File: config.mk
export PLATFORM = sky130hd
export DESIGN_NAME = stream_duplicate_filter_top
export DESIGN_NICKNAME = d
export VERILOG_FILES = /design/src/rtl/sdf_pkg.sv /design/src/rtl/sdf_ctrl.sv /design/src/rtl/sdf_datapath.sv /design/src/rtl/stream_duplicate_filter_top.sv
export SDC_FILE = /design/constraint.sdc
export NUM_CORES = 2
export LEC_CHECK = 0
export ABC_AREA = 1
export BUFFER_PORTS_ARGS = -buffer_cell sky130_fd_sc_hd__buf_2
export CORE_MARGIN = 2
export CORE_UTILIZATION = 50
export CTS_CLUSTER_DIAMETER = 80
export DETAILED_ROUTE_END_ITERATION = 6
export PLACE_DENSITY = 0.67
export REMOVE_ABC_BUFFERS = 1
export SYNTH_ARGS = -nofsm -noshare
export SYNTH_HDL_FRONTEND = slang
export SYNTH_SLANG_ARGS = --single-unit
File: constraint.sdc
create_clock -name aclk -period 4.89 [get_ports aclk]
set_clock_uncertainty 0.2 [all_clocks]
set_input_delay 0 -clock aclk [delete_from_list [all_inputs] [get_ports aclk]]
set_output_delay 0 -clock aclk [all_outputs]
set_load 0.01 [all_outputs]
File: src/rtl/sdf_pkg.sv
// Package for the stream duplicate filter.
// Holds the request and result payload types, the controller command and status types and the default table depth.
// Depends on nothing.
`timescale 1ns / 1ps

package sdf_pkg;

    localparam int TABLE_DEPTH_DEF = 64;

    typedef struct packed {
        logic signed [31:0] value;
        logic               first_of_list;
        logic               last_of_list;
    } in_t;

    typedef struct packed {
        logic signed [31:0] out_value;
        logic               keep;
        logic               end_of_list;
        logic               table_overflow;
    } out_t;

    typedef struct packed {
        logic start;
        logic scan;
        logic finish;
    } cmd_t;

    typedef struct packed {
        logic scan_done;
        logic out_blocked;
    } status_t;

endpackage

File: src/rtl/sdf_ctrl.sv
// Controller state machine of the stream duplicate filter.
// Sequences accept, table scan and result hand-off; uses sdf_pkg types.
`timescale 1ns / 1ps

module sdf_ctrl (
    input  logic             aclk,
    input  logic             aresetn,
    input  logic             s_valid,
    output logic             s_ready,
    input  sdf_pkg::status_t status,
    output sdf_pkg::cmd_t    cmd
);

    localparam logic ST_IDLE = 1'b0;
    localparam logic ST_SCAN = 1'b1;

    logic state_reg;
    logic state_next;

    always_comb begin
        state_next = state_reg;
        cmd        = '0;
        s_ready    = 1'b0;
        unique case (state_reg)
            ST_IDLE: begin
                s_ready   = 1'b1;
                cmd.start = s_valid;
                if (s_valid) begin
                    state_next = ST_SCAN;
                end
            end
            ST_SCAN: begin
                cmd.scan = 1'b1;
                if (status.scan_done && !status.out_blocked) begin
                    cmd.finish = 1'b1;
                    state_next = ST_IDLE;
                end
            end
            default: begin
                state_next = ST_IDLE;
            end
        endcase
    end

    always_ff @(posedge aclk) begin
        if (!aresetn) begin
            state_reg <= ST_IDLE;
        end else begin
            state_reg <= state_next;
        end
    end

endmodule

File: src/rtl/sdf_datapath.sv
// Datapath of the stream duplicate filter: request register, seen-value memory,
// scan counter, comparator and result register. Uses sdf_pkg types.
`timescale 1ns / 1ps

module sdf_datapath #(
    parameter int TABLE_DEPTH = sdf_pkg::TABLE_DEPTH_DEF
) (
    input  logic              aclk,
    input  logic              aresetn,
    input  sdf_pkg::in_t      s_data,
    input  logic              m_ready,
    output logic              m_valid,
    output sdf_pkg::out_t     m_data,
    input  sdf_pkg::cmd_t     cmd,
    output sdf_pkg::status_t  status
);

    localparam int AW = (TABLE_DEPTH > 1) ? $clog2(TABLE_DEPTH) : 1;
    localparam int CW = $clog2(TABLE_DEPTH + 1);
    localparam logic [CW-1:0] DEPTH_C = CW'(TABLE_DEPTH);

    logic [30:0]   mem [TABLE_DEPTH];

    sdf_pkg::in_t  item_reg;
    logic          skip_reg;
    logic [CW-1:0] count_reg;
    logic [CW-1:0] idx_reg;
    logic [30:0]   rd_data_reg;
    logic          pend_reg;
    logic          hit_reg;
    logic          out_valid_reg;
    sdf_pkg::out_t out_reg;

    logic          negative;
    logic          single;
    logic [30:0]   mag;
    logic          match;
    logic          issue;
    logic          keep;
    logic          full;
    logic          store;

    assign negative = item_reg.value[31];
    assign single   = item_reg.first_of_list && item_reg.last_of_list;
    assign mag      = item_reg.value[30:0];
    assign match    = pend_reg && (rd_data_reg == mag);
    assign issue    = cmd.scan && !skip_reg && !hit_reg && !match && (idx_reg != count_reg);
    assign full     = (count_reg == DEPTH_C);
    assign keep     = single || (!negative && !hit_reg);
    assign store    = !single && !negative && !hit_reg && !full;

    assign status.scan_done   = skip_reg || hit_reg || (!pend_reg && (idx_reg == count_reg));
    assign status.out_blocked = out_valid_reg && !m_ready;

    assign m_valid = out_valid_reg;
    assign m_data  = out_reg;

    always_ff @(posedge aclk) begin
        if (cmd.start) begin
            item_reg <= s_data;
            skip_reg <= (s_data.first_of_list && s_data.last_of_list) || s_data.value[31];
        end
        if (issue) begin
            rd_data_reg <= mem[idx_reg[AW-1:0]];
        end
        if (cmd.finish && store) begin
            mem[count_reg[AW-1:0]] <= mag;
        end
        if (cmd.finish) begin
            out_reg.out_value      <= item_reg.value;
            out_reg.keep           <= keep;
            out_reg.end_of_list    <= item_reg.last_of_list;
            out_reg.table_overflow <= !single && !negative && !hit_reg && full;
        end
    end

    always_ff @(posedge aclk) begin
        if (!aresetn) begin
            count_reg     <= '0;
            idx_reg       <= '0;
            pend_reg      <= 1'b0;
            hit_reg       <= 1'b0;
            out_valid_reg <= 1'b0;
        end else begin
            if (cmd.start) begin
                if (s_data.first_of_list) begin
                    count_reg <= '0;
                end
                idx_reg  <= '0;
                pend_reg <= 1'b0;
                hit_reg  <= 1'b0;
            end else begin
                if (cmd.scan) begin
                    pend_reg <= issue;
                end
                if (issue) begin
                    idx_reg <= idx_reg + 1'b1;
                end
                if (match) begin
                    hit_reg <= 1'b1;
                end
                if (cmd.finish && store) begin
                    count_reg <= count_reg + 1'b1;
                end
            end
            if (cmd.finish) begin
                out_valid_reg <= 1'b1;
            end else if (m_ready) begin
                out_valid_reg <= 1'b0;
            end
        end
    end

endmodule

File: src/rtl/stream_duplicate_filter_top.sv
// Stream duplicate filter, which marks the first occurrence of each non-negative value in a
// list and keeps a single-element list unchanged. The stored values of the current list are
// read from the seen-value memory one per cycle through its single read port and compared in
// turn. A result is ready without a scan for a negative value, a single-element list or an
// empty table. Otherwise the scan reads the N values stored for the current list, where N is
// at most TABLE_DEPTH, and stops early when the value matches a stored entry. The controller
// returns to idle as the result register loads, and only then accepts the next request.
// A result still waiting for m_ready holds that request in its scan until it is taken.
// Top level: instantiates sdf_ctrl and sdf_datapath; uses sdf_pkg.
`timescale 1ns / 1ps

module stream_duplicate_filter_top #(
    parameter int TABLE_DEPTH = sdf_pkg::TABLE_DEPTH_DEF
) (
    input  logic          aclk,
    input  logic          aresetn,
    input  logic          s_valid,
    output logic          s_ready,
    input  sdf_pkg::in_t  s_data,
    output logic          m_valid,
    input  logic          m_ready,
    output sdf_pkg::out_t m_data
);

    sdf_pkg::cmd_t    cmd;
    sdf_pkg::status_t status;

    sdf_ctrl u_ctrl (
        .aclk    (aclk),
        .aresetn (aresetn),
        .s_valid (s_valid),
        .s_ready (s_ready),
        .status  (status),
        .cmd     (cmd)
    );

    sdf_datapath #(
        .TABLE_DEPTH (TABLE_DEPTH)
    ) u_datapath (
        .aclk    (aclk),
        .aresetn (aresetn),
        .s_data  (s_data),
        .m_ready (m_ready),
        .m_valid (m_valid),
        .m_data  (m_data),
        .cmd     (cmd),
        .status  (status)
    );

endmodule

==> impl_results.md <==
- Yosys reg bits: 2103
- Worst Tran Pin Value: 1.51 ns
- Ports: 75
- Status: complete, but fails checks
- Max reg flops: between 1500 and 2000
- Initial antenna violation count: 14
- Worst-case reg-to-reg path depth: 9
- Max Freq: 0.251 GHz
- CTS tree: built
- Layout cell share with drive strength beyond 1: 9.33%
- Mapped Area: 83600 sq um
- R2r setup slk: 0.90 ns
- Worst setup SP type: flip-flop
- Max-cap viol count: 1
- Synth Instances: between 6000 and 7000
- Total grt overflow: 0
- CTS root buffer: clkbuf_16
- Nets@finish: around 6800
- Rows: 150
- Synth-to-layout area growth: 12.8%
- Largest net degree at the start of global routing: 196
- # resized after CTS: 0
- Postcts setup bufs: 0
- Clock buffer count from CTS: between 150 and 200
- RR Startpoint: u_datapath.idx_reg[1]
- Ys Warns: 0
- RePlAce Congestion: approximately 0.94
- Die height: between 400 and 500 um
- PwrDens: between 300 and 400 nW/um^2
- Final period utilization: 81.5%
- Peak VDD IR: between 0.3 and 0.4 mV
- CP startpoint: u_datapath.idx_reg[1]
- Worst slack, placed: between 1 and 1.5 ns
- Pleak: ~0.032 uW
- Setup tns final: 0 ns
- Most frequent cells in the layout: edfxtp_1, nor2_1, o21ai_0
- Post-DRT Antenna Nets: 0
- Final worst path period need: 3.99 ns
- DP HPWL: about 140000 um
- Die area: ~170000 sq um
- Synth async-reset ratio: 0%
- Initial Utilization: 50.2%
- Fin worst setup slack: ~0.90 ns
- CTS Hold Buffers Added: between 70 and 80
- Unrepaired setup endpoints after global routing: false
- Clk sinks: 2103
- H-tree levels: 4
- Avg WL per Cell: approximately 27 um
- Final WL: around 240000 um
- Vias per cell: approximately 6
- Crit path DAT: ~4.3 ns
- Drt pass-1 iters: 6
- IO buf count: 74
- CP endpoint kind: flip-flop
- Clk_lat worst skew: between 0.8 and 0.9 ns
- Vias: about 55000
- Final slew viol count: 28
- Post-synthesis sequential area ratio: 75.3%
- Fin. Hold Viols: 0
- Vias in the first global route: approximately 52000
- R2R Path End: u_datapath.mem[3][3]
- Final setup fails: 0
- CP Data Required Time: between 5 and 6 ns
- Synth unique cells: 38
- DRC: 0
- Gr usage total: ~28%
- WS Path Type: flip-flop to flip-flop
- Crit path to: u_datapath.mem[3][3]
- Top FF cell, synth: edfxtp_1
- Most common cell after layout, fill and taps aside: edfxtp_1
- Clock transition at path regs: approximately 0.070 ns
- Worst hold path class: input pin to flip-flop
- Failing checks: capacitance limit, slew limit
- Worst-path fanout max: 63
- First-pass GRT wire length: about 350000 um
- Core outline area: 167000 sq um
- Die W: roughly 410 um
- Initial DRC count: about 8400
- Clock tree buffer depth: 3
- Syn_area_per_cell: 12.6 sq um
- Post-synth EDFFs: roughly 2100
- Rel. slew slack: -0.952%
## synthesized netlist by cell type (15+ instances only)
library cell	number	area, sq um
a21oi_1	68	340
buf_1	42	158
buf_2	65	325
buf_4	54	405
buf_6	15	169
clkbuf_1	238	893
dfxtp_1	18	360
edfxtp_1	2085	62600
inv_1	170	638
nand2_1	703	2640
nand3_1	266	1330
nand3b_1	16	120
nor2_1	1412	5300
o211ai_1	240	1800
o21ai_0	897	4490
o21ai_1	126	631
o22ai_1	119	744
or2_2	15	93.8
## cells by family after synthesis
logic type,share of synthesized area [%]
mux,0.0599
compound gates,9.75
xor+xnor,0.157
buf+inv,3.15
flops,75.3
fa+ha+maj,0.0449
simple gates,11.5
## worst max-delay path, cell delays in order, from the launching register on
cell      delay, ns
dfxtp_4        0.95
nand2_1        0.11
nand2_1        0.12
nand3_1        0.09
o21bai_2       0.21
nand3_2        0.21
nor2_4         0.42
nand2_2        0.38
nor2_4         0.63
buf_4          0.30
## worst min-delay path by stage
| stage | startpoint | to | cells after the start |
|---|---|---|---|
| 2_1_floorplan | s_data[0] | u_datapath.item_reg[0] | 0 |
| 3_5_place_dp | s_data[5] | u_datapath.item_reg[5] | 1 |
| 6_report | s_data[25] | u_datapath.item_reg[25] | 3 |
| 3_3_place_gp | s_data[30] | u_datapath.item_reg[30] | 1 |
| 5_1_grt | s_data[4] | u_datapath.item_reg[4] | 3 |
| 4_1_cts | s_data[27] | u_datapath.item_reg[27] | 3 |
## final cells by class
class	instances	area [sq um]
fillers	13191	72400
flip-flops and latches	2103	63000
multi-input cells	3928	18500
clock buffers	250	5190
repair buffers	335	2970
well taps	2204	2760
clock inverters	120	1190
inverters	177	684
diodes	4	10.0
## stage by stage
step           area (sq um)  cells  util [%]  total power, uW  hold slack [ns]
3_3_place_gp          87100   8671      52.3            21200          -0.0231
3_5_place_dp          87100   8671      52.3            21200          -0.0219
4_1_cts               94300   9117      56.6            36200            0.120
2_1_floorplan         81700   6208         -            20700           -0.101
6_report              94300   9121      56.6            36100            0.178
5_1_grt               94300   9117      56.6            36900            0.177
## per-layer routing
layer	vias to the layer above	GRT usage, %	share of wire, %
li1	24058	-	-
met1	27058	39.7	39
met2	3303	42.4	45
met3	512	6.12	11
met4	4	12.7	4.9
met5	-	0	0.0095
## where the power goes
group	total (uW)	switching, uW	internal (uW)
sequential	20000	82.5	19900
clock	15200	6780	8420
combinational	925	748	176
No activity file was read; power rests on OpenSTA's default activity.
